**src/rtl/sabv_pkg.sv**
```systemverilog
// ----------------------------------------------------------------------------
// Signed angle between vectors: shared package
// Widths, payload structs, angle constants and the CORDIC arctangent table.
// ----------------------------------------------------------------------------
package sabv_pkg;

    localparam int COMPONENT_BITS = 16;
    localparam int CORDIC_STAGES  = 16;
    localparam int TABLE_LEN      = 24;
    localparam int NUM_ITER       = (CORDIC_STAGES < TABLE_LEN) ? CORDIC_STAGES : TABLE_LEN;

    localparam int PROD_W = 2 * COMPONENT_BITS;
    localparam int SUM_W  = PROD_W + 1;
    localparam int XY_W   = PROD_W + 4;
    localparam int Z_W    = 34;
    localparam int ANG_W  = 16;
    localparam int MAG_W  = 15;
    localparam int IDX_W  = $clog2(TABLE_LEN);
    localparam int RND_W  = Z_W - 17;

    localparam logic signed [Z_W-1:0] HALF_PI_Q30 = Z_W'(64'sd1686629713);
    localparam logic [MAG_W-1:0]      PI_Q13      = MAG_W'(25736);
    localparam logic [MAG_W-1:0]      HALF_PI_Q13 = MAG_W'(12868);

    typedef struct packed {
        logic signed [COMPONENT_BITS-1:0] a_x;
        logic signed [COMPONENT_BITS-1:0] a_y;
        logic signed [COMPONENT_BITS-1:0] b_x;
        logic signed [COMPONENT_BITS-1:0] b_y;
    } t_in;

    typedef struct packed {
        logic signed [ANG_W-1:0] angle;
        logic                    zero_vector;
    } t_out;

    // Per-item control that rides alongside the CORDIC datapath.
    typedef struct packed {
        logic             zero_vec;
        logic             fixed;
        logic [MAG_W-1:0] fixed_mag;
        logic             pos;
    } t_side;

    typedef struct packed {
        logic signed [XY_W-1:0] x;
        logic signed [XY_W-1:0] y;
        logic signed [Z_W-1:0]  z;
        t_side                  side;
    } t_cor;

    // atan(2^-i) in Q2.30, truncated.
    function automatic logic [Z_W-1:0] atan_q30(input logic [IDX_W-1:0] idx);
        logic [31:0] v;
        case (idx)
            5'd0:    v = 32'h3243F6A8;
            5'd1:    v = 32'h1DAC6705;
            5'd2:    v = 32'h0FADBAFC;
            5'd3:    v = 32'h07F56EA6;
            5'd4:    v = 32'h03FEAB76;
            5'd5:    v = 32'h01FFD55B;
            5'd6:    v = 32'h00FFFAAA;
            5'd7:    v = 32'h007FFF55;
            5'd8:    v = 32'h003FFFEA;
            5'd9:    v = 32'h001FFFFD;
            5'd10:   v = 32'h000FFFFF;
            5'd11:   v = 32'h0007FFFF;
            5'd12:   v = 32'h0003FFFF;
            5'd13:   v = 32'h0001FFFF;
            5'd14:   v = 32'h0000FFFF;
            5'd15:   v = 32'h00007FFF;
            5'd16:   v = 32'h00003FFF;
            5'd17:   v = 32'h00001FFF;
            5'd18:   v = 32'h00000FFF;
            5'd19:   v = 32'h000007FF;
            5'd20:   v = 32'h000003FF;
            5'd21:   v = 32'h000001FF;
            5'd22:   v = 32'h000000FF;
            5'd23:   v = 32'h0000007F;
            default: v = 32'h00000000;
        endcase
        return Z_W'(v);
    endfunction

endpackage

```
**src/rtl/sabv_prerot.sv**
```systemverilog
// ----------------------------------------------------------------------------
// Signed angle between vectors: pre-rotation
// Sorts out the special cases and loads the CORDIC start vector and angle.
// ----------------------------------------------------------------------------
module sabv_prerot (
    input  logic                                  i_clk,
    input  logic                                  i_rst_n,
    input  logic                                  i_en,
    input  logic                                  i_valid,
    input  logic signed [sabv_pkg::SUM_W-1:0]     i_dot,
    input  logic signed [sabv_pkg::SUM_W-1:0]     i_cross,
    input  logic                                  i_zero,
    output logic                                  o_valid,
    output sabv_pkg::t_cor                        o_cor
);

    logic signed [sabv_pkg::SUM_W-1:0] abs_cross;
    logic signed [sabv_pkg::XY_W-1:0]  dot_ext, abs_ext;
    logic                              cross_zero, dot_zero;
    sabv_pkg::t_cor                    n_cor, r_cor;
    logic                              r_valid;

    always_comb begin
        abs_cross  = i_cross[sabv_pkg::SUM_W-1] ? -i_cross : i_cross;
        dot_ext    = sabv_pkg::XY_W'(i_dot);
        abs_ext    = sabv_pkg::XY_W'(abs_cross);
        cross_zero = (i_cross == '0);
        dot_zero   = (i_dot == '0);

        n_cor.side.zero_vec = i_zero;
        n_cor.side.pos      = !i_cross[sabv_pkg::SUM_W-1] && !cross_zero;
        n_cor.side.fixed    = i_zero || cross_zero || dot_zero;
        if (cross_zero) begin
            n_cor.side.fixed_mag = (!i_dot[sabv_pkg::SUM_W-1] && !dot_zero) ?
                                   '0 : sabv_pkg::PI_Q13;
        end else begin
            n_cor.side.fixed_mag = sabv_pkg::HALF_PI_Q13;
        end

        // A vector in the left half plane is turned by -pi/2 first.
        if (i_dot[sabv_pkg::SUM_W-1]) begin
            n_cor.x = abs_ext;
            n_cor.y = -dot_ext;
            n_cor.z = sabv_pkg::HALF_PI_Q30;
        end else begin
            n_cor.x = dot_ext;
            n_cor.y = abs_ext;
            n_cor.z = '0;
        end
    end

    always_ff @(posedge i_clk) begin
        if (!i_rst_n) begin
            r_valid <= 1'b0;
        end else if (i_en) begin
            r_valid <= i_valid;
        end
    end

    always_ff @(posedge i_clk) begin
        if (i_en) begin
            r_cor <= n_cor;
        end
    end

    assign o_valid = r_valid;
    assign o_cor   = r_cor;

endmodule

```
**config.mk**
```make
export PLATFORM = sky130hd
export DESIGN_NAME = sabv_prerot
export DESIGN_NICKNAME = d
export VERILOG_FILES = /design/src/rtl/sabv_pkg.sv /design/src/rtl/sabv_prerot.sv
export SDC_FILE = /design/constraint.sdc
export NUM_CORES = 1
export LEC_CHECK = 0
export ABC_CLOCK_PERIOD_IN_PS = 5920
export BUFFER_PORTS_ARGS = -buffer_cell sky130_fd_sc_hd__buf_2
export CAP_MARGIN = 20
export CORE_MARGIN = 3
export CORE_UTILIZATION = 30
export DETAILED_ROUTE_END_ITERATION = 8
export RECOVER_POWER = 100
export SLEW_MARGIN = 15
export SYNTH_ARGS = -nofsm -noshare
export SYNTH_HDL_FRONTEND = slang
export SYNTH_SLANG_ARGS = --single-unit
```
**constraint.sdc**
```tcl
create_clock -name i_clk -period 5.92 [get_ports i_clk]
set_clock_uncertainty 0.1 [all_clocks]
set_input_delay 1.776 -clock i_clk [delete_from_list [all_inputs] [get_ports i_clk]]
set_output_delay 1.776 -clock i_clk [all_outputs]
set_load 0.005 [all_outputs]
```
Yosys cells after proc, flatten, opt, wreduce, memory -nomap -nowiden
Index checks and enable logic that the tools add are counted.
{ "word_totals": {"reg_bits": 122, "wordCells": 24, "inputBits": 71, "out_inout_bits": 125} }
{ "op_classes": {"n_reduce_logical": 10, "muxes": 3, "add_sub_neg": 2} }
{ "op_table": {"columns": ["operator", "count"], "rows": [
  ["102-bit two-way mux", 1],
  ["33-bit zero test", 2],
  ["33-bit negator with 36-bit output", 1],
  ["33-bit two-way mux", 1],
  ["33-bit negator", 1],
  ["15-bit two-way mux", 1],
  ["1-bit zero test", 4],
  ["1-bit logical AND", 2],
  ["1-bit logical OR", 2]
]} }

Depth between registers and ports, before layout
{ "logic_depth": {"ltp_word": 4, "mapped_depth": 8, "ltp_nobuf": 7} }

Worst setup path after synthesis
No wires, ideal clock.
{ "synth_timing": {"kind": "input -> register", "startpoint": "input port i_dot[0] (netlist bit)", "endpoint": "register r_cor, in the netlist o_cor[78] (data pin)", "required_time_ns": 5.541, "cell_stages": 8, "slack_ns": 2.206, "arrival_ns": 3.336, "setup_ns": 0.279, "n_path_buf": 1, "cell_sequence": "inv_1 -> ha_1 -> nor4b_1 -> and2_1 -> clkbuf_1 -> nand4b_1 -> xnor2_1 -> mux2i_1"} }
{ "synth_rtl": {"columns": ["item", "line_no", "rtl"], "rows": [
  ["from (decl)", "sabv_prerot.sv:10", "input logic signed [sabv_pkg::SUM_W-1:0] i_dot,"],
  ["to (signal assigned)", "sabv_prerot.sv:62", "r_cor <= n_cor;"],
  ["to (decl)", "sabv_prerot.sv:20", "sabv_pkg::t_cor n_cor, r_cor;"]
]} }

Worst setup path in the final report
{ "layout_timing": {"startpoint": "input port i_cross[6] (netlist bit)", "endpoint": "register r_cor, in the netlist o_cor[14] (data pin)"} }
{ "layout_via": {"elab_chain_cells": 1} }
{ "layout_rtl": {"columns": ["item", "line_no", "rtl"], "rows": [
  ["from (decl)", "sabv_prerot.sv:11", "input logic signed [sabv_pkg::SUM_W-1:0] i_cross,"],
  ["33-bit zero test", "sabv_prerot.sv:27", "cross_zero = (i_cross == '0);"]
]} }
No other way between the ends.
A chain may end at the register's enable or synchronous reset.

==> impl_metrics.env <==
export IMPL_area_growth_pct=21.8
export IMPL_coreArea_sq_um=15400
export IMPL_synth_compound_area_share_pct=9.79
export IMPL_setup_viol_count_final=0
export IMPL_wl_per_cell_um=16.1
export IMPL_portBuffers=171
export IMPL_hold_depth=2
export IMPL_die_area_sq_um=17400
export IMPL_antenna_found_initial=0
export IMPL_htree_levels=3
export IMPL_drc_errors=0
export IMPL_arrival_ns=4.50
export IMPL_async_reset_ff_share_pct=0
export IMPL_cp_depth=6
export IMPL_dpl_hpwl_um=9900
export IMPL_nets=673
export IMPL_synth_distinct_cells=41
export IMPL_grt_overflow_total=0
export IMPL_cts_tree="built"
export IMPL_cts_root_buf="clkbuf_16"
export IMPL_synth_top_area_share_pct=47.9
export IMPL_synth_top_cell_by_area="edfxtp_1"
export IMPL_dp_slack_ns=1.42
export IMPL_layout_drive_gt1_share_pct=24.0
export IMPL_numCtsBuffers=9
export IMPL_start_kind="primary input"
export IMPL_setup_ws_ns=1.40
export IMPL_synthSimpleGateAreaFrac_pct=17.1
export IMPL_netlist_top_cells_area="edfxtp_1 48%, buf_4 7.6%, xor2_1 6.4%"
export IMPL_synthAdderAreaFrac_pct=0.525
export IMPL_antenna_cells=0
export IMPL_status="complete, but fails checks"
export IMPL_violations="max-capacitance violations, max-slew violations"
export IMPL_synth_yosys_seq_area_share_pct=48.3
export IMPL_crit_required_ns=5.90
export IMPL_cpPeakStageDelay_ns=0.94
export IMPL_r2r_slack_ns=5.21
export IMPL_worst_setup_path_type="primary input to register"
export IMPL_wl_um=13100
export IMPL_grt_start_max_net_pins=94
export IMPL_synth_edf_count=76
export IMPL_rows=45
export IMPL_clockBufferDepth=2
export IMPL_drtIter0Drc=325
export IMPL_fin_crit_ns=4.52
export IMPL_cpLargestDelayFamily="simple AND/OR/NAND/NOR gates"
export IMPL_vias=4006
export IMPL_vdd_drop_max_v=0.000128
export IMPL_hold_viol=0
export IMPL_p_leak_nw=2.24
export IMPL_fp_dieW_um=132
export IMPL_period_share_pct=76.3
export IMPL_slew_viol_final=172
export IMPL_vias_per_cell=4.91
export IMPL_die_y_um=132
export IMPL_worst_slew_pin_slew_ns=2.01
export IMPL_slew_limit_headroom_pct=-34.1
export IMPL_crit_slowest_cell="nor4_1"
export IMPL_ys_warn_count=0
export IMPL_path_buf_inv=1
export IMPL_syn_inst=462
export IMPL_crit_chain="clkbuf_1 > nor4_1 > nand2_1 > or4_1 > nor2_1 > nand3b_1"
export IMPL_syn_area_per_cell_sq_um=10.3
export IMPL_pin_count=196
export IMPL_grtUsageTotal_pct=14.9
export IMPL_crit_fanout=9
export IMPL_cts_hold_buffers=0
export IMPL_finalPower_mw=1.54
export IMPL_gp_congestion=0.851
export IMPL_synth_top_family_by_area="simple AND/OR/NAND/NOR gates"
export IMPL_cts_resized=0
export IMPL_synth_xor_area_share_pct=9.92
export IMPL_max_cap_violations=2
export IMPL_final_core_util_pct=37.8
export IMPL_rsz0062_at_grt="false"
export IMPL_synth_seq_cells=77
export IMPL_clock_latency_ns=0.34
export IMPL_cp_end_kind="register"
export IMPL_hp_class="register to register"
export IMPL_setup_tns_ns=0
export IMPL_timing_fmax_mhz=221
export IMPL_power_density_nw_per_um2=266
export IMPL_initial_core_util_pct=31.0
export IMPL_ant_nets=0
export IMPL_grt_pass1_vias=3861
export IMPL_r2r_cells=2
export IMPL_dr_pass1_iters=4
export IMPL_cts_sinks=77
export IMPL_clk_pin_slew_ns=0.06
export IMPL_synth_ff_type="edfxtp_1"
export IMPL_syn_area_sq_um=4770
export IMPL_synthMuxAreaShare_pct=4.41
export IMPL_post_cts_setup_buffers=0
export IMPL_grt_pass1_wl_um=20700
-- flip-flops by register name (all words and copies together) (netlist names) --
register,count
o_cor,76
o_valid,1
-- power by group --
| group | total (mW) | switching (mW) | internal, mW |
|---|---|---|---|
| sequential | 0.681 | 0.0169 | 0.664 |
| clock | 0.631 | 0.217 | 0.415 |
| combinational | 0.232 | 0.138 | 0.0936 |
-- final cells by class --
type / count / area [sq um]
sequential: 77 / 2300
tap: 211 / 264
inverter: 7 / 26.3
fill: 1595 / 9570
clock inverter: 3 / 65.1
multi-input combinational: 332 / 2060
timing repair buffer: 173 / 810
clock buffer: 13 / 280
-- path summary, 6_finish.rpt --
kind | from | end
setup / recovery | i_cross[6] | o_cor[14]
hold / removal | o_valid | o_valid
setup reg to reg | o_valid | o_valid
hold reg to reg | o_valid | o_valid
-- metrics by stage --
stage	hold WS, ns	instance area (sq um)	cells
finish	0.421	5810	816
detailed placement	0.420	5550	800
global placement	0.395	5550	800
floorplan	0.407	4850	485
global route	0.479	5810	816
CTS	0.435	5890	816
-- cells in the final DEF, fill, tap and decap left out, types with 8 or more instances in the layout --
| cell | instances |
|---|---|
| o21ai_0 | 24 |
| o31ai_1 | 13 |
| nand2_1 | 26 |
| xnor2_1 | 19 |
| nor2_1 | 44 |
| conb_1 | 24 |
| o41ai_1 | 8 |
| nor3_1 | 14 |
| buf_2 | 123 |
| xor2_1 | 35 |
| mux2i_1 | 21 |
| nand4_1 | 10 |
| nand3_1 | 11 |
| a21oi_1 | 31 |
| edfxtp_1 | 76 |
| clkbuf_16 | 9 |
| nor4_1 | 10 |
| clkbuf_1 | 46 |
-- synthesized netlist by cell type (all sizes together), types with 11 or more instances --
library cell / number
edfxtp: 76
nor3: 14
mux2i: 21
nor2: 44
xnor2: 19
o31ai: 13
nand3: 11
buf: 53
xor2: 35
a21oi: 31
clkbuf: 16
nand2: 26
nor4: 12
o21ai: 24
-- cells by family (layout without fill, tap and decap cells) --
group / Yosys count / after routing
flip-flops: 77 / 77
buffers and inverters: 76 / 196
AO/OA/AOI/OAI: 79 / 79
XOR/XNOR: 54 / 54
other: 1 / 24
AND/OR/NAND/NOR: 152 / 152
adder cells (fa/ha/maj): 2 / 2
multiplexers: 21 / 21
-- worst reg2reg max path, cell delays in order (launching register included) --
cell and delay, ns:
dfxtp_1 0.31, mux2i_1 0.12, nor2b_1 0.07
-- metal layers --
layer  track usage [%]  vias up  routed length (um)
met5                 0        -                   0
met4              5.31        0                 182
met3              3.70       12                1110
met2              23.4      187                5940
met1              19.9     1905                5920
li1                  -     1902                   -
Note: power is estimated with default switching activity, not from simulation.
