<file path="src/rtl/sabv_pkg.sv">
// ----------------------------------------------------------------------------
// Signed angle between vectors: shared package
// Widths, payload structs, angle constants and the CORDIC arctangent table.
// ----------------------------------------------------------------------------
package sabv_pkg;

    localparam int COMPONENT_BITS = 16;
    localparam int CORDIC_STAGES  = 16;
    localparam int TABLE_LEN      = 24;
    localparam int NUM_ITER       = (CORDIC_STAGES < TABLE_LEN) ? CORDIC_STAGES : TABLE_LEN;

    localparam int PROD_W = 2 * COMPONENT_BITS;
    localparam int SUM_W  = PROD_W + 1;
    localparam int XY_W   = PROD_W + 4;
    localparam int Z_W    = 34;
    localparam int ANG_W  = 16;
    localparam int MAG_W  = 15;
    localparam int IDX_W  = $clog2(TABLE_LEN);
    localparam int RND_W  = Z_W - 17;

    localparam logic signed [Z_W-1:0] HALF_PI_Q30 = Z_W'(64'sd1686629713);
    localparam logic [MAG_W-1:0]      PI_Q13      = MAG_W'(25736);
    localparam logic [MAG_W-1:0]      HALF_PI_Q13 = MAG_W'(12868);

    typedef struct packed {
        logic signed [COMPONENT_BITS-1:0] a_x;
        logic signed [COMPONENT_BITS-1:0] a_y;
        logic signed [COMPONENT_BITS-1:0] b_x;
        logic signed [COMPONENT_BITS-1:0] b_y;
    } t_in;

    typedef struct packed {
        logic signed [ANG_W-1:0] angle;
        logic                    zero_vector;
    } t_out;

    // Per-item control that rides alongside the CORDIC datapath.
    typedef struct packed {
        logic             zero_vec;
        logic             fixed;
        logic [MAG_W-1:0] fixed_mag;
        logic             pos;
    } t_side;

    typedef struct packed {
        logic signed [XY_W-1:0] x;
        logic signed [XY_W-1:0] y;
        logic signed [Z_W-1:0]  z;
        t_side                  side;
    } t_cor;

    // atan(2^-i) in Q2.30, truncated.
    function automatic logic [Z_W-1:0] atan_q30(input logic [IDX_W-1:0] idx);
        logic [31:0] v;
        case (idx)
            5'd0:    v = 32'h3243F6A8;
            5'd1:    v = 32'h1DAC6705;
            5'd2:    v = 32'h0FADBAFC;
            5'd3:    v = 32'h07F56EA6;
            5'd4:    v = 32'h03FEAB76;
            5'd5:    v = 32'h01FFD55B;
            5'd6:    v = 32'h00FFFAAA;
            5'd7:    v = 32'h007FFF55;
            5'd8:    v = 32'h003FFFEA;
            5'd9:    v = 32'h001FFFFD;
            5'd10:   v = 32'h000FFFFF;
            5'd11:   v = 32'h0007FFFF;
            5'd12:   v = 32'h0003FFFF;
            5'd13:   v = 32'h0001FFFF;
            5'd14:   v = 32'h0000FFFF;
            5'd15:   v = 32'h00007FFF;
            5'd16:   v = 32'h00003FFF;
            5'd17:   v = 32'h00001FFF;
            5'd18:   v = 32'h00000FFF;
            5'd19:   v = 32'h000007FF;
            5'd20:   v = 32'h000003FF;
            5'd21:   v = 32'h000001FF;
            5'd22:   v = 32'h000000FF;
            5'd23:   v = 32'h0000007F;
            default: v = 32'h00000000;
        endcase
        return Z_W'(v);
    endfunction

endpackage

</file>
<file path="src/rtl/sabv_products.sv">
// ----------------------------------------------------------------------------
// Signed angle between vectors: products
// Two register stages: the four component products, then dot and cross sums.
// ----------------------------------------------------------------------------
module sabv_products (
    input  logic                                  i_clk,
    input  logic                                  i_rst_n,
    input  logic                                  i_en,
    input  logic                                  i_valid,
    input  sabv_pkg::t_in                         i_data,
    output logic                                  o_valid,
    output logic signed [sabv_pkg::SUM_W-1:0]     o_dot,
    output logic signed [sabv_pkg::SUM_W-1:0]     o_cross,
    output logic                                  o_zero
);

    logic signed [sabv_pkg::PROD_W-1:0] n_p_xx, n_p_yy, n_p_xy, n_p_yx;
    logic signed [sabv_pkg::PROD_W-1:0] r_p_xx, r_p_yy, r_p_xy, r_p_yx;
    logic                               n_zero, r_zero_a;
    logic                               r_valid_a;
    logic signed [sabv_pkg::SUM_W-1:0]  n_dot, n_cross;
    logic signed [sabv_pkg::SUM_W-1:0]  r_dot, r_cross;
    logic                               r_zero_b, r_valid_b;

    always_comb begin
        n_p_xx = i_data.a_x * i_data.b_x;
        n_p_yy = i_data.a_y * i_data.b_y;
        n_p_xy = i_data.a_x * i_data.b_y;
        n_p_yx = i_data.a_y * i_data.b_x;
        n_zero = ((i_data.a_x == '0) && (i_data.a_y == '0)) ||
                 ((i_data.b_x == '0) && (i_data.b_y == '0));
    end

    always_comb begin
        n_dot   = sabv_pkg::SUM_W'(r_p_xx) + sabv_pkg::SUM_W'(r_p_yy);
        n_cross = sabv_pkg::SUM_W'(r_p_xy) - sabv_pkg::SUM_W'(r_p_yx);
    end

    always_ff @(posedge i_clk) begin
        if (!i_rst_n) begin
            r_valid_a <= 1'b0;
            r_valid_b <= 1'b0;
        end else if (i_en) begin
            r_valid_a <= i_valid;
            r_valid_b <= r_valid_a;
        end
    end

    always_ff @(posedge i_clk) begin
        if (i_en) begin
            r_p_xx   <= n_p_xx;
            r_p_yy   <= n_p_yy;
            r_p_xy   <= n_p_xy;
            r_p_yx   <= n_p_yx;
            r_zero_a <= n_zero;
            r_dot    <= n_dot;
            r_cross  <= n_cross;
            r_zero_b <= r_zero_a;
        end
    end

    assign o_valid = r_valid_b;
    assign o_dot   = r_dot;
    assign o_cross = r_cross;
    assign o_zero  = r_zero_b;

endmodule

</file>
<file path="config.mk">
export PLATFORM = sky130hd
export DESIGN_NAME = sabv_products
export DESIGN_NICKNAME = d
export VERILOG_FILES = /design/src/rtl/sabv_pkg.sv /design/src/rtl/sabv_products.sv
export SDC_FILE = /design/constraint.sdc
export NUM_CORES = 2
export LEC_CHECK = 0
export BUFFER_PORTS_ARGS = -buffer_cell sky130_fd_sc_hd__buf_2
export CAP_MARGIN = 40
export CELL_PAD_IN_SITES_DETAIL_PLACEMENT = 1
export CELL_PAD_IN_SITES_GLOBAL_PLACEMENT = 2
export CORE_UTILIZATION = 43
export DETAILED_ROUTE_END_ITERATION = 10
export GPL_ROUTABILITY_DRIVEN = 0
export GPL_TIMING_DRIVEN = 0
export PLACE_DENSITY_LB_ADDON = 0.2
export SYNTH_ARGS = -nofsm -noshare
export SYNTH_HDL_FRONTEND = slang
export SYNTH_SLANG_ARGS = --single-unit
</file>
<file path="constraint.sdc">
create_clock -name i_clk -period 9.7 [get_ports i_clk]
set_input_delay 1.455 -clock i_clk [delete_from_list [all_inputs] [get_ports i_clk]]
set_output_delay 1.455 -clock i_clk [all_outputs]
set_load 0.005 [all_outputs]
</file>
-- Yosys cells after proc, flatten, opt, wreduce, memory -nomap -nowiden
Cells that the tools add are included.
- muxes and demuxes: 0
- reductions and logical operators: 7
- add/subtract/negate cells: 2
- bitwise operators: 0
- magnitude comparators: 0
- $mul: 4
- equality and inequality tests: 0
- divide/modulo/power cells: 0
- shifts and indexed selects: 0
- operators with widths (cell ; count):
    16-bit by 16-bit multiplier with 32-bit output ; 4
    16-bit zero test ; 4
    32-bit by 32-bit adder with 33-bit output ; 1
    32-bit by 32-bit subtractor with 33-bit output ; 1
    1-bit logical AND ; 2
    1-bit logical OR ; 1
- latch bits: 0
- memories: 0
- bits in read-only memories: 0
- bits of input ports: 68
- bits in writable memories: 0
- output and inout bits: 68
- flip-flop bits (word level): 198

-- Logic depth before layout (Yosys ltp)
- word-level depth: 3
- gate-level depth with buffers: 24
- depth with buffers taken out: 22

-- Least setup slack after synthesis
Ideal clock, no wire load.
- kind: input to register
- start point: input port i_data[59] (netlist name)
- end point: register r_p_xy[31] (netlist name) (data pin)
- buffers on the path: 1
- data arrival time: 6990 ps
- stages on the path: 21
- setup slack: 2450 ps
- data required time: 9440 ps
- cell sequence: clkbuf_1 nand2_1 fa_1 fa_1 fa_1 inv_1 fa_1 fa_1 inv_1 fa_1 inv_1 ha_1 a21o_1 a21o_1 a221oi_2 o221ai_1 o41ai_2 nor3_1 o31a_1 nor2_1 xnor2_1
- cells in the longest elaborated chain, start to end: 1
- ends and longest elaborated chain (element ; line ; text):
    start: declaration ; sabv_products.sv:10 ; input sabv_pkg::t_in i_data,
    16-bit by 16-bit multiplier with 32-bit output ; sabv_products.sv:28 ; n_p_xy = i_data.a_x * i_data.b_y;
    via n_p_xy, one bit ; sabv_products.sv:17 ; logic signed [sabv_pkg::PROD_W-1:0] n_p_xx, n_p_yy, n_p_xy, n_p_yx;
    end signal: assignment ; sabv_products.sv:53 ; r_p_xy <= n_p_xy;
    end: declaration ; sabv_products.sv:18 ; logic signed [sabv_pkg::PROD_W-1:0] r_p_xx, r_p_yy, r_p_xy, r_p_yx;
The timed path passes the listed nets, and every way through them passes these cells.
A chain may end at the register's enable or synchronous reset.

-- Worst setup path in the final report
- start point: input port i_data[3] (netlist name)
- end point: register r_p_yy[31] (netlist name) (data pin)
- cells in the longest elaborated chain, start to end: 1
- ends and longest elaborated chain (element ; line ; text):
    16-bit by 16-bit multiplier with 32-bit output ; sabv_products.sv:27 ; n_p_yy = i_data.a_y * i_data.b_y;
    via n_p_yy, one bit ; sabv_products.sv:17 ;
    end signal: assignment ; sabv_products.sv:52 ; r_p_yy <= n_p_yy;
    end: declaration ; sabv_products.sv:18 ;
The timed path passes the listed nets, and every way through them passes these cells.

==> metrics.cfg <==
[floorplan]
rows=122
die-area_mm2=0.114
start_util=0.436
io_pins=136
die_y_um=338
dieWidth_um=338
coreArea_mm2=0.111

[clocking]
post_cts_buffers=0
cts_hold_buf=0
numCtsBuffers=17
clk_latency_ps=540
cts_resized=0
cts_tree=built
cts.clk_slew.worst_paths_ps=90
cts.sinks=198
cts-root-buf=clkbuf_16
htreeDepth=4
clk_path_buf_depth=2

[synth]
synth_top_family_by_area=adder cells
synth_cell_types=63
synthMuxAreaShare=0.000824
avgSynthCellArea_um2=9.59
synth-async-reset-ratio=0
synthAdderAreaFrac=0.533
synth_edf_count=196
yosys.area_share.xor_xnor=0.0337
synth_area_mm2=0.0486
ys_warn_count=0
synth_compound_area_frac=0.0610
ys_seq_area_frac=0.122
ys.flop_type=edfxtp_1
synth_fp_nets=6576
synth_simple_gate_area_frac=0.140
syn_inst=5066
ys_seq_elements=198

[route]
first_iter_violations=2985
firstDrtPassIters=5
drc=0
routedWlPerCell_um=25.6
wl_mm=175
ant_nets=0
vias=37100
vias_per_cell=5.43

[worst_setup_path]
crit_top_cell=fa_1
crit_fanout=11
slowest_delay_ps=890
cp.depth=19
critical_path.endpoint=r_p_yy[31]$_DFFE_PP_
crit_family=adder cells
crit_path_end_kind=flip-flop
cp_slowest_cell=fa_1
crit_start=i_data[3]
critPathKind=input pin to flip-flop
critPathLaunchType=input pin
crit_arrival_ps=9110
rr_startpoint=r_p_xy[6]$_DFFE_PP_
r2r-end=o_cross[31]$_DFFE_PP_
cp.required_ps=9930
ff2ff_path_depth=9
reg2reg_slack_ps=5870
critPathBufInv=4
critical_path.cell_chain=buf_2 -> clkbuf_1 -> and2_1 -> fa_1 -> fa_1 -> fa_1 -> fa_1 -> fa_1 -> inv_1 -> fa_1 -> inv_1 -> ha_1 -> nand3_1 -> a211o_1 -> a211oi_1 -> nor4_1 -> o21bai_1 -> a21oi_1 -> xnor2_1

[timing]
fin_tns_setup_ps=0
rsz0062_at_grt=false
hold_violations=0
fin_worst_skew_ps=18.3
slew_viol_final=0
timing.slew.headroom=0.325
period_share=0.916
finalCriticalPeriod_ps=8880
finalSetupViolCount=0
fin_ws_ps=816
tightest_slew_ps=1010
timing.fmax_mhz=113

[placement]
place_inst=6792
place_ws_ps=445
dp_hpwl_mm=152
io_buffers=135

[finish]
finalNetCount=6837
layout_common_cells=inv_1, fa_1, nand2_1
fin_util=0.477
area_growth_pct=9.38
final_cells=6834
layout_commonest_cell=inv_1
drive_gt1_frac=0.0539

[run_status]
status=finished, final reports clean

[global_route]
grt_pass1_wl_mm=261
antenna_found_initial=31
grt_pass1_vias=39600
grt_max_degree=101
grt_usage=0.315
grt_remaining_overflow=0

[flow_run]
drv_cap=0

[hold_path]
hp-class=flip-flop to flip-flop

## synthesized netlist by cell type (3+ instances only)
cell      number  share of area
inv_1       1216          0.094
fa_1        1050           0.43
nand2_1      548          0.042
and2_1       503          0.065
ha_1         392           0.10
edfxtp_1     196           0.12
clkbuf_1     191          0.015
xnor2_1      147          0.026
nor2_1       139          0.011
a21oi_1      130          0.013
o21ai_0       86         0.0089
a21o_1        57         0.0088
xor2_1        40         0.0072
nand2b_1      36         0.0046
nor3_1        32         0.0033
nand3_1       29         0.0030
o21a_1        29         0.0045
a211oi_1      22         0.0034
nor2b_1       21         0.0027
nor4_1        19         0.0024
o211ai_1      19         0.0029
a31oi_1       17         0.0022
o21bai_1      17         0.0026
nand4_1       14         0.0018
a211o_1       11         0.0020
and3_1        11         0.0014
o22ai_1        8         0.0010
o31a_1         7         0.0013
o31ai_1        6        0.00093
or2_2          6        0.00077
a221oi_1       5        0.00090
a21boi_0       4        0.00062
mux2i_1        4        0.00082
o311ai_0       4        0.00072
a2111o_1       3        0.00070
a221o_1        3        0.00062
nor3b_1        3        0.00046
## worst register-to-register path, cell delays in order, from the launching register on
cell and delay, ps:
edfxtp_1 410, ha_1 390, a2111o_1 410, o21ai_0 480
a21oi_1 400, a2111oi_4 620, o21ai_0 300, a211o_1 320
a21oi_1 190, xnor2_1 80
## final cells by class
| cell class | instances | area (um^2) |
|---|---|---|
| Antenna cell | 6 | 15.0 |
| Buffer | 193 | 724 |
| Clock buffer | 17 | 425 |
| Clock inverter | 15 | 156 |
| Fill cell | 12800 | 58300 |
| Inverter | 1216 | 4560 |
| Multi-Input combinational cell | 3459 | 37400 |
| Sequential cell | 198 | 5930 |
| Tap cell | 1488 | 1860 |
| Timing Repair Buffer | 242 | 2100 |
## kinds of logic (layout without fill, tap and decap cells)
family          Yosys count  after routing
simple gates           1373           1373
other cells               0              6
mux                       4              4
xor+xnor                187            187
compound gates          453            453
buf+inv                1409           1683
flops                   198            198
fa+ha+maj              1442           1442
## metrics by stage
step	hold slack (ps)	cell area (um^2)
after floorplan	400	48600
after global placement	405	51100
after detailed placement	414	52500
after CTS	435	53100
after global routing	438	53100
final	434	53200
## registers in the layout, summed over array words and instances (netlist names)
name	flops
o_zero	1
o_cross	33
o_valid	1
r_zero_a	1
r_p_yy	32
o_dot	33
r_p_xy	32
r_valid_a	1
r_p_yx	32
r_p_xx	32
## worst min path at each step
| stage | from | endpoint | cells after the start | slack, ps |
|---|---|---|---|---|
| floorplan | r_zero_a$_DFFE_PP_ | o_zero$_DFFE_PP_ | 0 | 400 |
| global placement | r_zero_a$_DFFE_PP_ | o_zero$_DFFE_PP_ | 0 | 410 |
| CTS | r_zero_a$_DFFE_PP_ | o_zero$_DFFE_PP_ | 0 | 440 |
| global route | r_zero_a$_DFFE_PP_ | o_zero$_DFFE_PP_ | 0 | 440 |
| finish | r_zero_a$_DFFE_PP_ | o_zero$_DFFE_PP_ | 0 | 430 |
| detailed placement | r_zero_a$_DFFE_PP_ | o_zero$_DFFE_PP_ | 0 | 410 |
## metal layers
metal	GRT usage	part of all wire
met1	0.448	0.43
met2	0.461	0.43
met3	0.0778	0.099
met4	0.125	0.046
met5	0	0.00039
Power is left out: the tool's default activity adds up to more than one toggle a clock period on the data nets, which glitch-free logic cannot reach.
