### src/rtl/sabv_pkg.sv
// ----------------------------------------------------------------------------
// Signed angle between vectors: shared package
// Widths, payload structs, angle constants and the CORDIC arctangent table.
// ----------------------------------------------------------------------------
package sabv_pkg;

    localparam int COMPONENT_BITS = 16;
    localparam int CORDIC_STAGES  = 16;
    localparam int TABLE_LEN      = 24;
    localparam int NUM_ITER       = (CORDIC_STAGES < TABLE_LEN) ? CORDIC_STAGES : TABLE_LEN;

    localparam int PROD_W = 2 * COMPONENT_BITS;
    localparam int SUM_W  = PROD_W + 1;
    localparam int XY_W   = PROD_W + 4;
    localparam int Z_W    = 34;
    localparam int ANG_W  = 16;
    localparam int MAG_W  = 15;
    localparam int IDX_W  = $clog2(TABLE_LEN);
    localparam int RND_W  = Z_W - 17;

    localparam logic signed [Z_W-1:0] HALF_PI_Q30 = Z_W'(64'sd1686629713);
    localparam logic [MAG_W-1:0]      PI_Q13      = MAG_W'(25736);
    localparam logic [MAG_W-1:0]      HALF_PI_Q13 = MAG_W'(12868);

    typedef struct packed {
        logic signed [COMPONENT_BITS-1:0] a_x;
        logic signed [COMPONENT_BITS-1:0] a_y;
        logic signed [COMPONENT_BITS-1:0] b_x;
        logic signed [COMPONENT_BITS-1:0] b_y;
    } t_in;

    typedef struct packed {
        logic signed [ANG_W-1:0] angle;
        logic                    zero_vector;
    } t_out;

    // Per-item control that rides alongside the CORDIC datapath.
    typedef struct packed {
        logic             zero_vec;
        logic             fixed;
        logic [MAG_W-1:0] fixed_mag;
        logic             pos;
    } t_side;

    typedef struct packed {
        logic signed [XY_W-1:0] x;
        logic signed [XY_W-1:0] y;
        logic signed [Z_W-1:0]  z;
        t_side                  side;
    } t_cor;

    // atan(2^-i) in Q2.30, truncated.
    function automatic logic [Z_W-1:0] atan_q30(input logic [IDX_W-1:0] idx);
        logic [31:0] v;
        case (idx)
            5'd0:    v = 32'h3243F6A8;
            5'd1:    v = 32'h1DAC6705;
            5'd2:    v = 32'h0FADBAFC;
            5'd3:    v = 32'h07F56EA6;
            5'd4:    v = 32'h03FEAB76;
            5'd5:    v = 32'h01FFD55B;
            5'd6:    v = 32'h00FFFAAA;
            5'd7:    v = 32'h007FFF55;
            5'd8:    v = 32'h003FFFEA;
            5'd9:    v = 32'h001FFFFD;
            5'd10:   v = 32'h000FFFFF;
            5'd11:   v = 32'h0007FFFF;
            5'd12:   v = 32'h0003FFFF;
            5'd13:   v = 32'h0001FFFF;
            5'd14:   v = 32'h0000FFFF;
            5'd15:   v = 32'h00007FFF;
            5'd16:   v = 32'h00003FFF;
            5'd17:   v = 32'h00001FFF;
            5'd18:   v = 32'h00000FFF;
            5'd19:   v = 32'h000007FF;
            5'd20:   v = 32'h000003FF;
            5'd21:   v = 32'h000001FF;
            5'd22:   v = 32'h000000FF;
            5'd23:   v = 32'h0000007F;
            default: v = 32'h00000000;
        endcase
        return Z_W'(v);
    endfunction

endpackage

### src/rtl/sabv_cordic_stage.sv
// ----------------------------------------------------------------------------
// Signed angle between vectors: CORDIC stage
// One registered vectoring iteration; the shift amount selects the table entry.
// ----------------------------------------------------------------------------
module sabv_cordic_stage (
    input  logic                           i_clk,
    input  logic                           i_rst_n,
    input  logic                           i_en,
    input  logic [sabv_pkg::IDX_W-1:0]     i_idx,
    input  logic                           i_valid,
    input  sabv_pkg::t_cor                 i_cor,
    output logic                           o_valid,
    output sabv_pkg::t_cor                 o_cor
);

    logic signed [sabv_pkg::XY_W-1:0] xs, ys;
    logic signed [sabv_pkg::Z_W-1:0]  step;
    sabv_pkg::t_cor                   n_cor, r_cor;
    logic                             r_valid;

    always_comb begin
        // Arithmetic shifts round toward minus infinity.
        xs   = i_cor.x >>> i_idx;
        ys   = i_cor.y >>> i_idx;
        step = $signed(sabv_pkg::atan_q30(i_idx));
        n_cor.side = i_cor.side;
        if (!i_cor.y[sabv_pkg::XY_W-1] && (i_cor.y != '0)) begin
            n_cor.x = i_cor.x + ys;
            n_cor.y = i_cor.y - xs;
            n_cor.z = i_cor.z + step;
        end else begin
            n_cor.x = i_cor.x - ys;
            n_cor.y = i_cor.y + xs;
            n_cor.z = i_cor.z - step;
        end
    end

    always_ff @(posedge i_clk) begin
        if (!i_rst_n) begin
            r_valid <= 1'b0;
        end else if (i_en) begin
            r_valid <= i_valid;
        end
    end

    always_ff @(posedge i_clk) begin
        if (i_en) begin
            r_cor <= n_cor;
        end
    end

    assign o_valid = r_valid;
    assign o_cor   = r_cor;

endmodule

### config.mk
export PLATFORM = sky130hd
export DESIGN_NAME = sabv_cordic_stage
export DESIGN_NICKNAME = d
export VERILOG_FILES = /design/src/rtl/sabv_pkg.sv /design/src/rtl/sabv_cordic_stage.sv
export SDC_FILE = /design/constraint.sdc
export NUM_CORES = 1
export LEC_CHECK = 0
export ABC_AREA = 1
export ABC_CLOCK_PERIOD_IN_PS = 4900
export BUFFER_PORTS_ARGS = -buffer_cell sky130_fd_sc_hd__clkbuf_2
export CAP_MARGIN = 20
export CORE_MARGIN = 4
export CORE_UTILIZATION = 33
export DETAILED_ROUTE_END_ITERATION = 10
export GPL_ROUTABILITY_DRIVEN = 0
export PLACE_DENSITY_LB_ADDON = 0.15
export SLEW_MARGIN = 20
export SYNTH_ARGS = -nofsm -noshare
export SYNTH_HDL_FRONTEND = slang
export SYNTH_SLANG_ARGS = --single-unit
export TNS_END_PERCENT = 5
### constraint.sdc
create_clock -name i_clk -period 4.9 [get_ports i_clk]
set_clock_uncertainty 0.1 [all_clocks]
set_input_delay 0.245 -clock i_clk [delete_from_list [all_inputs] [get_ports i_clk]]
set_output_delay 0.245 -clock i_clk [all_outputs]
set_load 0.1 [all_outputs]
# Word level (Yosys, flattened, before mapping)
# Memories as Yosys holds them, arrays and structs flattened.
# Cells that the tools add are included.
word_totals:
  ram_bits: 0
  rom_bits: 960
  n_memories: 1
  inputBits: 133
  latchBits: 0
  register_bits: 125
classes:
  magnitude_cmp: 0
  n_addsub: 6
  mul: 0
  bitwise_logic: 0
  n_shift: 2
  n_reduce_logical: 3
  n_div: 0
  mux: 1
  n_eq_ne: 0
memory_table:
  columns: ["memory", "words", "width", "read_ports", "rd_ports_with_merged_regs", "write_ports", "line_no", "rtl"]
  rows:
  - ["(no name shown)", 32, 30, 1, 0, 0, "sabv_pkg.sv:55", "case (idx)"]
op_table:
  columns: ["cell", "count"]
  rows:
  - ["106-bit 2-to-1 mux", 1]
  - ["36-bit adder", 2]
  - ["36-bit by 5-bit >>> shifter with 36-bit output", 2]
  - ["36-bit subtractor", 2]
  - ["36-bit nonzero test", 1]
  - ["34-bit by 33-bit adder with 34-bit output", 1]
  - ["34-bit by 33-bit subtractor with 34-bit output", 1]
  - ["1-bit logical AND", 1]
  - ["1-bit zero test", 1]

# Logic depth before layout (Yosys ltp)
# Gate-level depths: netlist (run 1).
logic_depth:
  ltp_word: 3
  depth_mapped: 35
  mapped_depth_nobuf: 35

# Worst setup path before layout (run 1)
# Ideal clock, no wire load.
synth_timing:
  path_kind: "input port to flip-flop"
  from: "input port i_idx[1] in the netlist's numbering"
  to: "register r_cor (netlist bit o_cor[42]) (data pin)"
  slack_ns: 0.625
  arrival_time_ns: 3.910
  n_path_buf: 3
  path_stages: 26
  path_cell_list: "buf_6 -> inv_4 -> buf_12 -> buf_6 -> ha_1 -> inv_1 -> nor2_1 -> inv_1 -> a221oi_1 -> ha_1 -> inv_1 -> nor3_1 -> nor2_1 -> xor2_1 -> ha_1 -> nand2_1 -> inv_1 -> a21oi_1 -> o21ai_0 -> a21boi_0 -> inv_1 -> nand2_1 -> nand2_1 -> a21boi_0 -> o21ai_0 -> xor2_1"
synth_rtl:
  columns: ["element", "line_no", "rtl"]
  rows:
  - ["start: declaration", "sabv_cordic_stage.sv:9", "input logic [sabv_pkg::IDX_W-1:0] i_idx,"]
  - ["end signal: assignment", "sabv_cordic_stage.sv:48", "r_cor <= n_cor;"]
  - ["end: declaration", "sabv_cordic_stage.sv:18", "sabv_pkg::t_cor n_cor, r_cor;"]

==> metrics.log, run 1 <==
INFO  metric hold_violations = 0
INFO  metric seq_power_share = 0.207
INFO  metric grtUsageMet3 = 0.0424
INFO  metric i_o_pin_count = 258
INFO  metric postLayoutCellArea = 0.0201 mm²
INFO  metric maximum_cell_stage_delay_along_the_critical_path = 520 ps
INFO  metric floorplan.initialDensity = 0.334
INFO  metric timing.slew.headroom = 0.357
INFO  metric cp-start-kind = primary input
INFO  metric finalWirelength = 63.7 mm
INFO  metric synth_cells = 2641
INFO  metric outcome = complete, no violations
INFO  metric clkPwrFrac = 0.179
INFO  metric setup.worst_path.class = primary input to flip-flop
INFO  metric post-route-drc-count = 0
INFO  metric cp-endpoint = o_cor[75]
INFO  metric path_clk_slew = 60 ps
INFO  metric cts_tree = done
INFO  metric fp.dieW = 233 µm
INFO  metric setup-violations-final = 0
INFO  metric power.switching = 4.30 mW
INFO  metric cts_buffer_depth = 2
INFO  metric cts_buf_count = 17
INFO  metric die-area = 0.0545 mm²
INFO  metric fmax = 224 MHz
INFO  metric wire_length_of_the_first_global_routing_pass = 97.5 mm
INFO  metric report.power.total = 7.87 mW
INFO  metric grt_max_degree = 55
INFO  metric final.setup.worst_slack = 431 ps
INFO  metric ys_warn_count = 0
INFO  metric worst_hold_path_type = primary input to flip-flop
INFO  metric io_buf_count = 257
INFO  metric die_h = 233 µm
INFO  metric power_frac_comb = 0.614
INFO  metric rows = 82
INFO  metric power.leakage = 10.1 nW
INFO  metric worst_r2r_dst = o_valid
INFO  metric dp_cells = 3581
INFO  metric ant_nets = 0
INFO  metric layout-area-overhead-vs-synth = 19.7%
INFO  metric globalRouteMet2Util = 0.386
INFO  metric vias = 18734
INFO  metric timing.reg2reg.worst_path_depth = 3
INFO  metric asyncSetResetFlopFracSynth = 0
INFO  metric r2r_setup_slack = 3560 ps
INFO  metric dpl_worst_slack = -87.8 ps
INFO  metric worst_ep_required_time = 5010 ps
INFO  metric p_int = 3.58 mW
INFO  metric drv.max_cap_violation_count = 0
INFO  metric dp_hpwl = 53.1 mm
INFO  metric worst_ep_arrival_time = 4580 ps
INFO  metric clkLatencyLatePin = 470 ps
INFO  metric finalCritPeriodShare = 0.912
INFO  metric yosys.cell_types.count = 54
INFO  metric synth-seq-area-share = 0.223
INFO  metric power_switching_share = 0.546
INFO  metric final_cells = 3635
INFO  metric syn_nets = 2892
INFO  metric grt_remaining_overflow = 0
INFO  metric final.fill_count = 5476
INFO  metric cellPowerDensity = 392 mW/mm²
INFO  metric first_global_vias = 18219
INFO  metric cts_root_buffer = clkbuf_16
INFO  metric grt_usage = 0.229
INFO  metric ys.flop_type = edfxtp_1
INFO  metric drt_first_pass_iters = 6
INFO  metric cts_num_sinks = 125
INFO  metric vdd_drop_max = 307 µV
INFO  metric dpl_cell_area = 0.0192 mm²
INFO  metric worstReg2RegStart = o_valid
INFO  metric synth_seq_cells = 125
INFO  metric core_area = 0.0502 mm²
INFO  metric setup_repair_after_global_routing_missed_its_margin = false
INFO  metric insertedDiodeCount = 0
INFO  metric grt.met1_usage = 0.300
INFO  metric post_drt_wl_per_cell = 17.5 µm
INFO  metric initial_antenna_violation_count = 1
INFO  metric crit_path_start = i_idx[2]
INFO  metric final_nets = 3201
INFO  metric post_route_cells_drive_above_1_share = 0.160
INFO  metric crit_path_max_fanout = 6
INFO  metric finalWorstPathRequiredPeriod = 4470 ps
INFO  metric worst_setup_path_end_kind = flip-flop
INFO  metric syn_area = 0.0168 mm²
INFO  metric drt_first_iter_violations = 1587
INFO  metric slowest_cell_on_the_critical_path = nor2_1
INFO  metric final.hold.worst_slack = 94.1 ps
INFO  metric cts_htree_levels = 4
INFO  metric count_of_flip_flops_with_a_built_in_enable_after_synthesis = 124
INFO  metric slew_at_the_pin_with_the_worst_max_slew_slack = 963 ps
INFO  metric crit_top_cell = nand2_1
INFO  metric post_drt_via_cell_ratio = 5.15
INFO  metric syn_area_per_cell = 6.35 µm²
INFO  metric grt.busiest_layer = met2
INFO  metric maxSlewViolCount = 0
## critical path, delay by kind of cell
kind,cells,cell delay (ps)
simple gates,10,1410
compound gates,6,1360
buf+inv,6,670
fa+ha+maj,2,530
xor+xnor,2,360
## flip-flops by register name, summed over array words and instances, names as in the netlist
name	cells
o_valid	1
o_cor	124
## metrics by stage
stage | utilization | TNS, ps
after floorplan | - | 0
after global placement | 0.383 | -341
after detailed placement | 0.383 | -247
after CTS | 0.400 | 0
after global routing | 0.400 | 0
final | 0.400 | 0
## how the worst min path moves through the flow
stage,from,depth (start not counted),end,slack [ps]
detailed placement,i_cor[3],1,o_cor[3],320
finish,i_cor[53],2,o_cor[53],90
global route,i_cor[51],3,o_cor[51],70
floorplan,i_en,1,o_valid,240
global placement,i_cor[6],1,o_cor[6],320
CTS,i_cor[53],2,o_cor[53],50
## synth_stat cells (2+ instances only)
library cell	count	area [µm²]
a211oi_1	2	15.0
a21boi_0	5	37.5
a21o_1	7	52.6
a21oi_1	145	726
a21oi_2	4	35.0
a21oi_4	2	32.5
a22oi_1	3	22.5
a31oi_1	30	188
and2_1	2	12.5
buf_1	11	41.3
buf_2	38	190
buf_4	8	60.1
buf_6	15	169
clkbuf_1	17	63.8
clkinv_1	3	11.3
edfxtp_1	124	3720
fa_1	3	60.1
ha_1	115	1440
inv_1	239	897
inv_2	31	116
nand2_1	847	3180
nand2_2	12	75.1
nand3_1	400	2000
nand3_2	4	40.0
nand3b_1	11	82.6
nand4_1	24	150
nor2_1	190	713
nor2_2	17	106
nor2_4	5	56.3
nor3_1	11	55.1
nor3b_1	2	15.0
nor4_1	9	56.3
o2111ai_1	4	35.0
o211ai_1	10	75.1
o21a_1	7	52.6
o21ai_0	76	380
o21ai_1	8	40.0
o21ai_2	3	26.3
o21bai_1	2	15.0
o221ai_1	5	43.8
o31ai_1	5	37.5
xnor2_1	51	447
xor2_1	123	1080
## power groups by stage
stage          Clock (mW)  Combinational [mW]  Sequential (mW)
2_1_floorplan           0                1.84             3.52
3_3_place_gp            0                4.80             1.65
3_5_place_dp            0                4.79             1.66
4_1_cts              1.47                4.83             1.64
5_1_grt              1.51                5.18             1.65
6_report             1.41                4.84             1.63
## cell type report
class / count / area, µm² / area share
Inverter: 274 / 1030 / 0.0514
Sequential cell: 125 / 3740 / 0.187
Multi-Input combinational cell: 2152 / 11500 / 0.571
Tap cell: 672 / 841 / 0.0419
Timing Repair Buffer: 380 / 2360 / 0.118
Clock buffer: 20 / 447 / 0.0223
Clock inverter: 12 / 186 / 0.00929
## metal layers
layer	vias up	wire, µm
met5	-	8
met3	76	4020
met2	601	29600
met1	8661	28600
met4	2	1460
li1	9394	-
## cell usage in the layout (no fill, tap or decap), drive strengths merged, types with 2 or more instances in the layout
cell and instances:
a21o 7, and2 2, clkinv 6, clkinvlp 2, o21a 7, ha 115
buf 102, xnor2 51, a22oi 3, inv 274, bufinv 4, nand3 404
xor2 123, a31oi 30, nor3 11, dlygate4sd3 22, nand2 859, a21oi 151
nand3b 11, o21ai 87, edfxtp 124, fa 3, nor4 9, nor3b 2
nor2 212, nand4 25, o2111ai 4, o221ai 5, a21boi 6, a211oi 2
o21bai 2, o31ai 5, o211ai 10, clkbuf 276
## what timing repair did
action / in CTS / in global routing
setup buffers: 0 / 0
endpoints found under the setup margin: 0 / 3
hold buffers: 22 / 0
gates resized for setup: 0 / 2
endpoints found under the hold margin: 21 / 0
## cell families (layout without fill, tap and decap cells)
logic type,after synthesis,after routing,share of synthesized area
AOI/OAI and AO/OA,323,323,0.111
xor gates and xnor gates,174,174,0.0909
adders and majority gates,118,118,0.0894
buffers and inverters,364,686,0.0940
DFF,125,125,0.223
and+or+nand+nor,1537,1537,0.392
Power figures use the tool's default switching activity.
==> run 2: changes to the inputs <==
Settings changed: ABC_AREA 1 to not set.
==> run 2 against run 1 <==
The flow now finishes with violations (setup timing). Design area is 25% higher. Clock power decreased by 7%. Synthesized area is 2.0% lower. Die area shrank 1.9%. Critical endpoint is now o_cor[122]. Register-to-register slack improved by 90 ps. Total power up 12%. Non-clock buffer count increased by 600.
==> metrics.log, run 2 <==
INFO  metric cellPowerDensity = 352 mW/mm² (was 392 mW/mm²)
INFO  metric syn_area = 0.0164 mm² (was 0.0168 mm²)
INFO  metric r2r_setup_slack = 3650 ps (was 3560 ps)
INFO  metric grt_max_degree = 91 (was 55)
INFO  metric synthMostInstantiatedCell = nand2_1 (unchanged)
INFO  metric slew_at_the_pin_with_the_worst_max_slew_slack = 964 ps (was 963 ps)
INFO  metric first_global_vias = 18526 (was 18219)
INFO  metric ant_nets = 0 (unchanged)
INFO  metric wire_length_of_the_first_global_routing_pass = 104 mm (was 97.5 mm)
INFO  metric ys_warn_count = 0 (unchanged)
INFO  metric cts_buffer_depth = 2 (unchanged)
INFO  metric synth.top_cells.by_area = edfxtp_1 (23%), mux4_2 (15%), ha_1 (8.8%) (was edfxtp_1 (22%), nand2_1 (19%), nand3_1 (12%))
INFO  metric floorplan.initialDensity = 0.335 (was 0.334)
INFO  metric maxSlewViolCount = 0 (unchanged)
INFO  metric worst_ep_arrival_time = 5490 ps (was 4580 ps)
INFO  metric yosys-top-cells-count = nand2_1 (148), nor2_1 (145), xnor2_1 (128), a21oi_1 (126), edfxtp_1 (124) (was nand2_1 (847), nand3_1 (400), inv_1 (239), nor2_1 (190), a21oi_1 (145))
INFO  metric drt_first_pass_iters = 6 (unchanged)
INFO  metric cts_buf_count = 17 (unchanged)
INFO  metric clkLatencyLatePin = 470 ps (about the same)
INFO  metric vdd_drop_max = 268 µV (was 307 µV)
INFO  metric post-route-drc-count = 0 (unchanged)
INFO  metric synth_seq_cells = 125 (unchanged)
INFO  metric flip_flop_count_of_the_largest_register_all_copies_and_words_added = 124 (unchanged)
INFO  metric final_total_negative_setup_slack = -6020 ps (was 0 ps)
INFO  metric synth_cells = 1760 (was 2641)
INFO  metric syn_nets = 2011 (was 2892)
INFO  metric failed_checks = setup timing
INFO  metric setup.worst_path.class = primary input to flip-flop (unchanged)
INFO  metric final.fill_count = 4736 (was 5476)
INFO  metric drt_first_iter_violations = 1523 (was 1587)
INFO  metric worst_setup_path_end_kind = flip-flop (unchanged)
INFO  metric asyncSetResetFlopFracSynth = 0 (unchanged)
INFO  metric grt_usage = 0.250 (was 0.229)
INFO  metric synth-seq-area-share = 0.228 (was 0.223)
INFO  metric ys.flop_type = edfxtp_1 (unchanged)
INFO  metric initial_antenna_violation_count = 2 (was 1)
INFO  metric timing.slew.headroom = 0.357 (about the same)
INFO  metric whs_path_depth = 2 (unchanged)
INFO  metric path_clk_slew = 60 ps (about the same)
INFO  metric final.hold.worst_slack = 69.0 ps (was 94.1 ps)
INFO  metric report.power.total = 8.84 mW (was 7.87 mW)
INFO  metric cts_num_sinks = 125 (unchanged)
INFO  metric outcome = finished with violations (was complete, no violations)
INFO  metric die-area = 0.0534 mm² (was 0.0545 mm²)
INFO  metric yosys.cell_types.count = 84 (was 54)
INFO  metric post_drt_via_cell_ratio = 5.45 (was 5.15)
INFO  metric setup_repair_after_global_routing_missed_its_margin = true (was false)
INFO  metric layout.cells.most_common = buf_4 (was nand2_1)
INFO  metric worst_hold_path_type = primary input to flip-flop (unchanged)
INFO  metric timing.reg2reg.worst_path_depth = 3 (unchanged)
INFO  metric finalCritPeriodShare = 1.10 (was 0.912)
INFO  metric cts_tree = done (unchanged)
INFO  metric crit_path_max_fanout = 8 (was 6)
INFO  metric power.leakage = 11.2 nW (was 10.1 nW)
INFO  metric cts_htree_levels = 4 (unchanged)
INFO  metric fp.dieW = 231 µm (was 233 µm)
INFO  metric grt_remaining_overflow = 0 (unchanged)
INFO  metric cts_root_buffer = clkbuf_16 (unchanged)
INFO  metric cp-start-kind = primary input (unchanged)
INFO  metric crit_path_start = i_idx[0] (was i_idx[2])
INFO  metric setup-violations-final = 27 (was 0)
INFO  metric hold_violations = 0 (unchanged)
INFO  metric core_area = 0.0491 mm² (was 0.0502 mm²)
INFO  metric finalWirelength = 67.9 mm (was 63.7 mm)
INFO  metric count_of_flip_flops_with_a_built_in_enable_after_synthesis = 124 (unchanged)
INFO  metric io_buf_count = 257 (unchanged)
INFO  metric vias = 18207 (was 18734)
INFO  metric worstReg2RegStart = o_valid (unchanged)
INFO  metric post_drt_wl_per_cell = 20.3 µm (was 17.5 µm)
INFO  metric fmax = 186 MHz (was 224 MHz)
INFO  metric yosys.area.top_type_share = 0.227 (was 0.222)
INFO  metric die_h = 231 µm (was 233 µm)
INFO  metric i_o_pin_count = 258 (unchanged)
INFO  metric finalWorstPathRequiredPeriod = 5370 ps (was 4470 ps)
INFO  metric hold_start = i_cor[19] (was i_cor[53])
INFO  metric dp_hpwl = 55.0 mm (was 53.1 mm)
INFO  metric final_nets = 2915 (was 3201)
INFO  metric synth_top_cell_by_area = edfxtp_1 (unchanged)
INFO  metric post_route_cells_drive_above_1_share = 0.476 (was 0.160)
INFO  metric rows = 81 (was 82)
INFO  metric layout_common_cells = buf_4 (682), clkbuf_2 (252), nand2_1 (143), nor2_1 (139), xnor2_1 (127) (was nand2_1 (846), nand3_1 (400), clkbuf_2 (256), inv_1 (239), nor2_1 (188))
INFO  metric drv.max_cap_violation_count = 0 (unchanged)
INFO  metric syn_area_per_cell = 9.34 µm² (was 6.35 µm²)
INFO  metric final.setup.worst_slack = -466 ps (was 431 ps)
INFO  metric worst_ep_required_time = 5020 ps (was 5010 ps)
INFO  metric layout-area-overhead-vs-synth = 52.8% (was 19.7%)
run 2: power breakdown:
part           total [mW]  switching (mW)  internal [mW]
sequential           1.63          0.0742           1.55
clock                1.31           0.554          0.754
combinational        5.91            3.81           2.10
run 2: cell type report:
class | instances | area, µm² | area share
clock inverter | 15 | 164 | 0.00653
clock buffer | 17 | 425 | 0.0169
antenna | 2 | 5.00 | 0.000199
tap | 664 | 831 | 0.0331
multi-input combinational | 1488 | 12700 | 0.506
inverter | 52 | 198 | 0.00787
timing repair buffer | 980 | 7030 | 0.280
sequential | 125 | 3740 | 0.149
run 2: worst paths after layout:
path / endpoint
min reg2reg: o_valid
min: o_cor[19]
max: o_cor[122]
max reg2reg: o_valid
run 2: critical path, stage by stage:
cell,delay (ps)
buf_16,140
buf_16,160
mux4_2,540
mux4_2,520
mux2i_2,210
o211ai_1,180
or3b_4,420
or2_4,270
buf_12,140
nor2_4,140
nand2_2,100
o21ai_4,170
xor2_2,180
ha_1,260
and3_4,190
a31oi_1,120
o21a_1,200
nand4b_1,240
a21oi_2,320
a211oi_2,120
or3_1,370
a21oi_2,150
xnor2_1,70
run 2: logic make-up after synthesis:
logic type	synth area share
XOR/XNOR	0.0943
flip-flops	0.228
AO/OA/AOI/OAI	0.180
multiplexers	0.221
AND/OR/NAND/NOR	0.147
buffers and inverters	0.0387
adder cells (fa/ha/maj)	0.0912
run 2: metrics by stage:
| stage | setup slack [ps] | util | instance area, µm² | cells |
|---|---|---|---|---|
| 3_5_place_dp | -1320 | 0.476 | 23400 | 3247 |
| 6_report | -466 | 0.512 | 25100 | 3343 |
| 5_1_grt | -649 | 0.512 | 25100 | 3343 |
| 2_1_floorplan | -310 | - | 16600 | 1760 |
| 3_3_place_gp | -1290 | 0.476 | 23400 | 3247 |
| 4_1_cts | -410 | 0.503 | 24700 | 3327 |
run 2: repair_timing:
item	in CTS	in global routing
hold buffers	21	0
hold endpoints to repair	20	0
cloned	2	0
pin swaps	42	53
setup buffers	25	14
endpoints found under the setup margin	42	45
gates resized for setup	72	69
run 2: layer usage:
layer,global-route usage,vias up,share of wire
met4,0.113,0,0.047
li1,-,8539,-
met2,0.425,721,0.48
met1,0.308,8788,0.41
met5,0,-,0
met3,0.0488,159,0.063
